### src/rtl/table_driven_dfa_acceptor_unit_macros.svh
// Assertion macros shared by the DFA acceptor RTL.
`ifndef TABLE_DRIVEN_DFA_ACCEPTOR_UNIT_MACROS_SVH
`define TABLE_DRIVEN_DFA_ACCEPTOR_UNIT_MACROS_SVH
`ifndef SYNTHESIS
// Same-cycle implication, checked outside reset.
`define TDFA_ASSERT_IMP(label, clk, rst, ante, cons) \
  label: assert property (@(posedge clk) disable iff (rst) (ante) |-> (cons)) \
    else $error("tdfa assertion failed");
// Next-cycle implication, checked outside reset.
`define TDFA_ASSERT_NXT(label, clk, rst, ante, cons) \
  label: assert property (@(posedge clk) disable iff (rst) (ante) |=> (cons)) \
    else $error("tdfa assertion failed");
`else
`define TDFA_ASSERT_IMP(label, clk, rst, ante, cons)
`define TDFA_ASSERT_NXT(label, clk, rst, ante, cons)
`endif
`endif

### src/rtl/tdfa_pkg.sv
// Shared constants, codes and types of the DFA acceptor.
package tdfa_pkg;

  localparam int STATE_COUNT  = 16;
  localparam int SYMBOL_COUNT = 16;
  localparam int STATE_W      = $clog2(STATE_COUNT);
  localparam int SLOT_W       = $clog2(SYMBOL_COUNT);
  localparam int CHAR_W       = 8;
  localparam int OPCODE_W     = 3;
  localparam int SYM_COUNT_W  = 5;
  localparam int TRANS_DEPTH  = STATE_COUNT * SYMBOL_COUNT;
  localparam int TRANS_AW     = STATE_W + SLOT_W;
  localparam int IN_TDATA_W   = 24;
  localparam int OUT_TDATA_W  = 8;
  localparam int CFG_AW       = 3;
  localparam int CFG_DW       = 32;

  typedef enum logic [OPCODE_W-1:0] {
    OP_SET_SYMBOL = 3'd0,
    OP_SET_TRANS  = 3'd1,
    OP_SET_ACCEPT = 3'd2,
    OP_CHAR       = 3'd3,
    OP_END        = 3'd4
  } opcode_t;

  typedef enum logic [0:0] {
    REG_SYMBOL_COUNT  = 1'b0,
    REG_INITIAL_STATE = 1'b1
  } reg_index_t;

  typedef struct packed {
    logic [SYM_COUNT_W-1:0] symbol_count;
    logic [STATE_W-1:0]     initial_state;
  } cfg_t;

  typedef struct packed {
    logic              hit;
    logic [SLOT_W-1:0] slot;
  } match_t;

endpackage

### src/rtl/tdfa_ram.sv
// Generic single-write, single-read RAM with registered read data.
module tdfa_ram #(
  parameter int WIDTH = 8,
  parameter int DEPTH = 256
) (
  input  logic                     clk,
  input  logic                     we,
  input  logic [$clog2(DEPTH)-1:0] waddr,
  input  logic [WIDTH-1:0]         wdata,
  input  logic [$clog2(DEPTH)-1:0] raddr,
  output logic [WIDTH-1:0]         rdata
);

  logic [WIDTH-1:0] mem [DEPTH];

  always_ff @(posedge clk) begin
    if (we) begin
      mem[waddr] <= wdata;
    end
    rdata <= mem[raddr];
  end

endmodule

### src/rtl/tdfa_cfg.sv
// APB register block: symbol_count and initial_state.
module tdfa_cfg (
  input  logic                        clk,
  input  logic                        rst,
  input  logic                        psel,
  input  logic                        penable,
  input  logic                        pwrite,
  input  logic [tdfa_pkg::CFG_AW-1:0] paddr,
  input  logic [tdfa_pkg::CFG_DW-1:0] pwdata,
  output logic [tdfa_pkg::CFG_DW-1:0] prdata,
  output logic                        pready,
  output tdfa_pkg::cfg_t              cfg
);
  import tdfa_pkg::*;

  reg_index_t reg_sel;
  logic       wr_en;

  assign pready  = 1'b1;
  assign reg_sel = reg_index_t'(paddr[2]);
  assign wr_en   = psel && penable && pwrite && pready;

  always_ff @(posedge clk) begin
    if (rst) begin
      cfg.symbol_count  <= '0;
      cfg.initial_state <= '0;
    end else if (wr_en) begin
      unique case (reg_sel)
        REG_SYMBOL_COUNT:  cfg.symbol_count  <= pwdata[SYM_COUNT_W-1:0];
        REG_INITIAL_STATE: cfg.initial_state <= pwdata[STATE_W-1:0];
        default: ;
      endcase
    end
  end

  always_comb begin
    unique case (reg_sel)
      REG_SYMBOL_COUNT:  prdata = CFG_DW'(cfg.symbol_count);
      REG_INITIAL_STATE: prdata = CFG_DW'(cfg.initial_state);
      default:           prdata = '0;
    endcase
  end

endmodule

### src/rtl/tdfa_match.sv
// Alphabet store and parallel lowest-slot character match.
module tdfa_match (
  input  logic                             clk,
  input  logic                             wr_en,
  input  logic [tdfa_pkg::SLOT_W-1:0]      wr_slot,
  input  logic [tdfa_pkg::CHAR_W-1:0]      wr_char,
  input  logic [tdfa_pkg::SYM_COUNT_W-1:0] symbol_count,
  input  logic [tdfa_pkg::CHAR_W-1:0]      char_code,
  output tdfa_pkg::match_t                 match
);
  import tdfa_pkg::*;

  logic [CHAR_W-1:0] symbols [SYMBOL_COUNT];

  always_ff @(posedge clk) begin
    if (wr_en) begin
      symbols[wr_slot] <= wr_char;
    end
  end

  // Scan from the top slot down so the lowest hit wins.
  always_comb begin
    match.hit  = 1'b0;
    match.slot = '0;
    for (int i = SYMBOL_COUNT - 1; i >= 0; i--) begin
      if ((SYM_COUNT_W'(i) < symbol_count) && (symbols[i] == char_code)) begin
        match.hit  = 1'b1;
        match.slot = SLOT_W'(i);
      end
    end
  end

endmodule

### src/rtl/table_driven_dfa_acceptor_unit.sv
// Throughput: one item per cycle of any kind, but an end item stalls on a full
// result register; its verdict goes via the input and result registers.
// The state loop runs through the transition RAM's registered read port,
// which feeds the next character's lookup address directly.
// Reset (synchronous): clears control state, registers and accept map; the alphabet
// and transition table are undefined until loaded; no clearing pass.
module table_driven_dfa_acceptor_unit (
  input  logic                             clk,
  input  logic                             rst,
  input  logic                             s_tvalid,
  output logic                             s_tready,
  // [7:0] char_code, [11:8] symbol_slot, [15:12] from_state,
  // [19:16] target_state, [20] accept_bit, [23:21] zero
  input  logic [tdfa_pkg::IN_TDATA_W-1:0]  s_tdata,
  // [2:0] opcode
  input  logic [tdfa_pkg::OPCODE_W-1:0]    s_tuser,
  output logic                             m_tvalid,
  input  logic                             m_tready,
  // [0] accepted, [1] bad_symbol, [7:2] zero
  output logic [tdfa_pkg::OUT_TDATA_W-1:0] m_tdata,
  input  logic                             psel,
  input  logic                             penable,
  input  logic                             pwrite,
  input  logic [tdfa_pkg::CFG_AW-1:0]      paddr,
  input  logic [tdfa_pkg::CFG_DW-1:0]      pwdata,
  output logic [tdfa_pkg::CFG_DW-1:0]      prdata,
  output logic                             pready
);
  import tdfa_pkg::*;
`include "table_driven_dfa_acceptor_unit_macros.svh"

  cfg_t   cfg;
  match_t match;

  // input register
  logic              in_valid;
  opcode_t           in_op;
  logic [CHAR_W-1:0] in_char;
  logic [SLOT_W-1:0] in_slot;
  logic [STATE_W-1:0] in_from;
  logic [STATE_W-1:0] in_target;
  logic              in_abit;

  // string state
  logic [STATE_W-1:0] state_reg;
  logic              trans_pend;
  logic              in_string;
  logic              rejected;
  logic [STATE_COUNT-1:0] accept_map;

  // result register
  logic out_accepted;
  logic out_bad;

  logic               out_free;
  logic               fire;
  logic               is_char;
  logic               is_end;
  logic               char_step;
  logic               rd_go;
  logic               rej_eff;
  logic [STATE_W-1:0] ram_rdata;
  logic [STATE_W-1:0] cur_state;
  logic [STATE_W-1:0] base_state;

  tdfa_cfg u_cfg (
    .clk     (clk),
    .rst     (rst),
    .psel    (psel),
    .penable (penable),
    .pwrite  (pwrite),
    .paddr   (paddr),
    .pwdata  (pwdata),
    .prdata  (prdata),
    .pready  (pready),
    .cfg     (cfg)
  );

  tdfa_match u_match (
    .clk          (clk),
    .wr_en        (fire && (in_op == OP_SET_SYMBOL)),
    .wr_slot      (in_slot),
    .wr_char      (in_char),
    .symbol_count (cfg.symbol_count),
    .char_code    (in_char),
    .match        (match)
  );

  tdfa_ram #(
    .WIDTH (STATE_W),
    .DEPTH (TRANS_DEPTH)
  ) u_trans_ram (
    .clk   (clk),
    .we    (fire && (in_op == OP_SET_TRANS)),
    .waddr ({in_from, in_slot}),
    .wdata (in_target),
    .raddr ({base_state, match.slot}),
    .rdata (ram_rdata)
  );

  assign is_char  = (in_op == OP_CHAR);
  assign is_end   = (in_op == OP_END);
  assign out_free = !m_tvalid || m_tready;
  // only an end item needs room in the result register
  assign fire     = in_valid && (!is_end || out_free);
  assign s_tready = !in_valid || fire;

  // the transition read lands in the cycle after its character
  assign cur_state  = trans_pend ? ram_rdata : state_reg;
  assign base_state = in_string ? cur_state : cfg.initial_state;
  assign rej_eff    = in_string && rejected;
  assign char_step  = fire && is_char && !rej_eff;
  assign rd_go      = char_step && match.hit;

  assign m_tdata = {(OUT_TDATA_W - 2)'(0), out_bad, out_accepted};

  always_ff @(posedge clk) begin
    if (rst) begin
      in_valid <= 1'b0;
    end else if (s_tready) begin
      in_valid <= s_tvalid;
    end
  end

  always_ff @(posedge clk) begin
    if (s_tvalid && s_tready) begin
      in_op     <= opcode_t'(s_tuser);
      in_char   <= s_tdata[7:0];
      in_slot   <= s_tdata[11:8];
      in_from   <= s_tdata[15:12];
      in_target <= s_tdata[19:16];
      in_abit   <= s_tdata[20];
    end
  end

  always_ff @(posedge clk) begin
    if (rst) begin
      state_reg  <= '0;
      trans_pend <= 1'b0;
      in_string  <= 1'b0;
      rejected   <= 1'b0;
      accept_map <= '0;
    end else begin
      state_reg  <= (fire && (is_char || is_end)) ? base_state : cur_state;
      trans_pend <= rd_go;
      if (fire && is_char) begin
        in_string <= 1'b1;
      end else if (fire && is_end) begin
        in_string <= 1'b0;
      end
      if (fire && is_end) begin
        rejected <= 1'b0;
      end else if (char_step && !match.hit) begin
        rejected <= 1'b1;
      end
      if (fire && (in_op == OP_SET_ACCEPT)) begin
        accept_map[in_from] <= in_abit;
      end
    end
  end

  always_ff @(posedge clk) begin
    if (rst) begin
      m_tvalid <= 1'b0;
    end else if (fire && is_end) begin
      m_tvalid <= 1'b1;
    end else if (m_tready) begin
      m_tvalid <= 1'b0;
    end
  end

  always_ff @(posedge clk) begin
    if (fire && is_end) begin
      out_accepted <= !rej_eff && accept_map[base_state];
      out_bad      <= rej_eff;
    end
  end

  `TDFA_ASSERT_IMP(a_verdict_excl, clk, rst, m_tvalid, !(m_tdata[0] && m_tdata[1]))
  `TDFA_ASSERT_IMP(a_reject_in_string, clk, rst, rejected, in_string)
  `TDFA_ASSERT_IMP(a_pend_in_string, clk, rst, trans_pend, in_string)
  `TDFA_ASSERT_NXT(a_end_rearms, clk, rst, fire && is_end, m_tvalid && !in_string)
  `TDFA_ASSERT_IMP(a_end_stall, clk, rst, in_valid && is_end && !out_free, !s_tready)

endmodule

### config.mk
export PLATFORM = sky130hd
export DESIGN_NAME = table_driven_dfa_acceptor_unit
export DESIGN_NICKNAME = d
export VERILOG_FILES = /design/src/rtl/tdfa_pkg.sv /design/src/rtl/tdfa_ram.sv /design/src/rtl/tdfa_cfg.sv /design/src/rtl/tdfa_match.sv /design/src/rtl/table_driven_dfa_acceptor_unit.sv
export VERILOG_INCLUDE_DIRS = /design/src /design/src/rtl
export SDC_FILE = /design/constraint.sdc
export NUM_CORES = 2
export LEC_CHECK = 0
export CAP_MARGIN = 20
export CELL_PAD_IN_SITES_DETAIL_PLACEMENT = 0
export CELL_PAD_IN_SITES_GLOBAL_PLACEMENT = 1
export CORE_MARGIN = 5
export CORE_UTILIZATION = 53
export CTS_CLUSTER_DIAMETER = 60
export DETAILED_ROUTE_END_ITERATION = 8
export DONT_BUFFER_PORTS = 1
export GPL_TIMING_DRIVEN = 1
export PLACE_DENSITY_LB_ADDON = 0.1
export SLEW_MARGIN = 5
export SYNTH_ARGS = -nofsm -noshare
export SYNTH_HDL_FRONTEND = slang
export SYNTH_SLANG_ARGS = --single-unit
### constraint.sdc
create_clock -name clk -period 5.1 [get_ports clk]
set_input_delay 1.02 -clock clk [delete_from_list [all_inputs] [get_ports clk]]
set_output_delay 1.02 -clock clk [all_outputs]
set_load 0.005 [all_outputs]
# After elaboration in Yosys (flattened, before gate mapping)
# Memories as Yosys holds them, arrays and structs flattened. A register that Yosys moved wholly into a read port is not among the register bits.
# Index checks and enable logic that the tools add are counted.
# classes
bitwise_logic	1
n_eq_ne	20
magnitude_cmp	19
n_reduce_logical	47
n_mux	33
# ops
cell	count
$eq A8 B8 Y1	16
$mux W5	16
$pmux W32 S2	1
$lt A4 B5 Y1 const A	8
$logic_and A1 B1 Y1	32
$lt A3 B5 Y1 const A	4
$bwmux W16	1
$mux W4	3
$lt A1 B5 Y1 const A	2
$lt A2 B5 Y1 const A	2
$lt A4 B5 Y1 const B	2
$mux W1	10
$eq A3 B2 Y1 const B	2
$logic_not A1 Y1	5
$bmux W1 S4	1
$demux W1 S4	1
$ge A4 B1 Y1 const B	1
$logic_or A1 B1 Y1	4
$reduce_and A2 Y1	2
$reduce_bool A2 Y1	2
$eq A3 B1 Y1 const B	1
$eq A3 B3 Y1 const B	1
$logic_not A3 Y1	1
$reduce_or A2 Y1	1
$not A1 Y1	1
# word_totals
ram_bits	1152
inputBits	69
reg_bits	60
out_inout_bits	43
mem_count	2
elab_cells	139
# memory_table
name	depth	width	read_ports	rd_clocked_by_memory_dff	write_ports	line	text
u_trans_ram.mem	256	4	1	1	1	tdfa_ram.sv:14	logic [WIDTH-1:0] mem [DEPTH];
u_match.symbols	16	8	16	0	1	tdfa_match.sv:13	logic [CHAR_W-1:0] symbols [SYMBOL_COUNT];

# Logic depth before layout (Yosys ltp)
# An unclocked memory read counts as a cell.
# depth
ltp_word	21
mapped_depth	19
depth_no_buf	12

# Modules after synthesis
# A second synthesis with hierarchy kept.
# unflattened
hier_cells	2728
area_unflattened_um2	49562.5
# by_module_without_submodules
module	n_inst	area_each_um2	seq_area_each_um2	cells_per_inst
tdfa_ram	1	40675.3	30829.6	2051
tdfa_match	1	5913.2	3843.7	403
table_driven_dfa_acceptor_unit	1	2302.2	1281.2	202
tdfa_cfg	1	671.9	180.2	72

# Least setup slack after synthesis
# No wires, ideal clock.
# synth_timing
path_type	reg-to-reg
from	reg in_char[2]
to	reg u_trans_ram.rdata[0] (read register of u_trans_ram.mem)
required_time_ns	4.983
synth_period_minus_slack_ns	4.068
path_buffers	3
arrival_time_ns	3.951
setup_ns	0.117
slack_ns	1.032
path_stages_with_launch	16
cell_sequence	edfxtp_1 buf_2 buf_6 xor2_1 nor4_1 nand3_1 a211o_1 a211oi_2 o21a_1 buf_6 mux4_2 mux2_2 a32oi_1 a21oi_1 or4b_1 a32o_1
# synth_between
elab_chain_len	18
elab_cells_between_ends	48
cone_classes	eq/ne: 16; mux: 16; reduce/logical: 16
# synth_rtl
element	line	text
start, declared	table_driven_dfa_acceptor_unit.sv:38	logic [CHAR_W-1:0] in_char;
start signal, assigned	table_driven_dfa_acceptor_unit.sv:128	in_char <= s_tdata[7:0];
$eq A8 B8 Y1	tdfa_match.sv:26	if ((SYM_COUNT_W'(i) < symbol_count) && (symbols[i] == char_code)) begin
$logic_and A1 B1 Y1	tdfa_match.sv:26	
$mux W5 (15 in a row)	tdfa_match.sv:26	
$mux W5 (*)	tdfa_match.sv:26	
end, declared	tdfa_ram.sv:11	output logic [WIDTH-1:0] rdata
# Mark *: on every way between the ends. The rest lies on a longest branch, timed or not.
# A chain may end at the register's enable or synchronous reset.

# Worst setup path after layout
# layout_timing
from	reg u_cfg.cfg[4] (netlist name)
to	reg u_trans_ram.rdata[0] (read register of u_trans_ram.mem)
# layout_between
elab_chain_len	18
elab_cells_between_ends	48
cone_classes	order compare: 16; mux: 16; reduce/logical: 16
# layout_rtl
element	line
$lt A4 B5 Y1	tdfa_match.sv:26
$logic_and A1 B1 Y1	tdfa_match.sv:26
$mux W5 (15 in a row)	tdfa_match.sv:26
$mux W5 (*)	tdfa_match.sv:26
# Marked as above.

==> flow_summary.ini <==
[run_status]
outcome = finished, final reports clean

[synth]
synth-seq-area-share_pct = 72.0
syn_inst = 3471
synth_edf_count = 1178
synthTopCellsByArea = edfxtp_1 70%, mux2i_1 4.0%, nand2_1 3.8%
yosysMostFrequentCell = edfxtp_1
synth_ff_type = edfxtp_1
yosys_warnings = 0
synth_area_um2 = 50200
syn_area_per_cell_um2 = 14.5
synth_commonest_cells = 1178 x edfxtp_1, 506 x nand2_1, 348 x nor2_1, 199 x mux2i_1, 184 x nand3_1
synth_seq_cells = 1216
synth_top_area_cell = edfxtp_1
ys_async_sr_fraction_pct = 0
synth.distinct_cells = 84
yosysTopAreaCellShare_pct = 70.5

[power]
p_sw_share_pct = 19.9
power_frac_comb_pct = 2.2
p_clk_share_pct = 45.0
p_total_mw = 20.9
leakagePower_nw = 18.2
seqPwrFrac_pct = 52.8
powerDensity_nw_per_um2 = 368
ir_worst_vdd_mv = 0.369
power_switching_mw = 4.15
intPower_mw = 16.7

[layout]
fill_cells = 7226
max_flop_register = u_trans_ram.mem
reg_top3 = u_trans_ram.mem (1024), u_match.symbols (128), accept_map (16)
largest_reg_flops = 1024
synthToLayoutAreaGrowth_pct = 12.9
n_antenna_cell = 0
drive_gt1_share_pct = 13.6
fin_util_pct = 60.5
seqCellArea_um2 = 36100
nNetsFinal = 3642
multi_input_area_um2 = 12900
layout.cells.non_filler = 4924

[timing]
fin_skew_ns = 0.0236
final-hold-violation-count = 0
whs_ns = 0.349
finalSetupViolCount = 0
fmax_ghz = 0.198
slew-limit-headroom_pct = 27.5
post-route-period-util_pct = 98.9
tns_ns = 0
min_period_ns = 5.04
worst_pin_slew_ns = 1.08
drv_slew = 0

[global_route]
grt_max_degree = 159
globalRouteMet3Util_pct = 5.13
grt_overflow = 0
grtUsageMet2_pct = 42.5
track_usage_pct = 27.0
grt_pass1_wl_um = 202000
met1_usage_pct = 39.6
busiest_layer = met2
antenna_found_initial = 1
grt_pass1_vias = 29600

[clock_tree]
cts_sinks = 1216
cts_tree = done
htree_levels = 4
cts_buffer_depth = 3
cts_made_buffers = 131
clk_latency_ns = 0.73
path_clk_slew_ns = 0.06
holdBufCountCts = 0
cts-root-buf = clkbuf_16

[route]
drt_iter0_markers = 3559
vias_per_cell = 6.11
drt_pass1_iterations = 6
vias = 30100
drtAntennaViolNets = 0
wl_per_cell_um = 28.4
drt-total-wl_um = 140000
drcViolationCount = 0

[die]
die_h_um = 318
die-area_um2 = 101000
core_um2 = 93600
die_x_um = 318
initial_core_util_pct = 53.6
core.rowCount = 112
ios = 112

[worst_setup_path]
slowest_delay_ns = 0.79
arrival_ns = 5.66
worstPathCellList = or3_1, a21oi_1, nor3_2, nor4_1, a2111oi_4, buf_4, buf_4, buf_12, nand2_1, nor2_2, a32o_1, nor4b_1, or4b_1, a32o_1
critPathLaunchType = flop
worst_path_max_delay_cell = nor4_1
crit_required_ns = 5.72
end_kind = flop
path_class = reg2reg
critPathMaxFanout = 51
cpLargestDelayFamily = simple AND/OR/NAND/NOR gates
path_buf_inv = 3

[place]
place_inst = 4675
dp_hpwl_um = 89100
gp_congestion = 0.869
io_buffers = 0

[min_path]
hp-class = in2reg

[flow_run]
maxCapViolations = 0
==> layout by cell type, fill, tap and decap left out, drive strengths merged, types with 7 or more instances in the layout <==
cell,instances
nor3,24
buf,194
conb,34
and3,25
xnor2,87
a31oi,38
a221oi,7
xor2,41
o21ai,43
and2,14
mux4,66
bufinv,12
mux2i,199
nor2,350
a311oi,9
nand2,506
a32oi,17
nand4,44
or3,8
a21boi,7
mux2,24
o22ai,7
clkbuf,174
nor4,21
edfxtp,1178
a32o,7
a22oi,19
a21oi,85
a2111oi,7
nor2b,16
nand3,184
dfxtp,38
a21o,8
o211ai,18
a211oi,36
clkinv,40
==> power by group through the flow <==
stage	Sequential [mW]	Combinational [mW]	Clock, mW
finish	11.0	0.460	9.39
global route	11.0	0.491	9.96
CTS	11.0	0.455	9.50
detailed placement	11.2	0.453	0
global placement	11.2	0.441	0
floorplan	11.3	0.215	0
==> final cells by class <==
type,count,area share [%]
flip-flops and latches,1216,63.8
multi-input cells,2027,22.8
clock buffers,174,6.44
repair buffers,194,3.20
well taps,1254,2.77
clock inverters,56,1.02
inverters,3,0.0199
==> worst paths after layout <==
path	depth (start not counted)	to	slack, ns	from
worst min register to register	2	accept_map[3]	0.47	accept_map[3]
worst min-delay path	1	u_cfg.cfg[6]	0.35	rst
worst max-delay path	14	u_trans_ram.rdata[0]	0.06	u_cfg.cfg[4]
worst max register to register	14	u_trans_ram.rdata[0]	0.06	u_cfg.cfg[4]
==> metal layers <==
layer	routed length [um]	share of wire, %
met5	13	0.0093
met2	65300	47
met3	11700	8.4
met4	3880	2.8
met1	58900	42
==> worst reg2reg max path: stages, from the launching register on <==
cell and delay [ns]:
dfxtp_1 0.43, or3_1 0.41, a21oi_1 0.24, nor3_2 0.11, nor4_1 0.79, a2111oi_4 0.16, buf_4 0.21, buf_4 0.14
buf_12 0.20, nand2_1 0.35, nor2_2 0.23, a32o_1 0.31, nor4b_1 0.48, or4b_1 0.59, a32o_1 0.30
==> stage by stage <==
stage,setup slack [ns],cell area (um^2)
after floorplan,1.03,50300
after global placement,0.00484,52200
after detailed placement,-0.0475,52200
after CTS,0.0227,56500
after global routing,-0.00672,56700
final,0.0550,56700
==> timing repair <==
action / in CTS / in global routing
setup endpoints to repair: 2 / 4
buffers inserted: 0 / 16
resized for setup: 3 / 10
cloned: 0 / 1
pin swaps: 0 / 5
==> kinds of logic (layout without fill, tap and decap cells) <==
kind of cell,Yosys count,count (layout),synth area share (%)
AND/OR/NAND/NOR,1227,1227,10.7
flip-flops,1216,1216,72.0
AO/OA/AOI/OAI,348,349,4.75
other,2,34,0.0150
buffers and inverters,261,427,2.84
XOR/XNOR,128,128,2.23
multiplexers,289,289,7.47
Power figures use the tool's default switching activity.
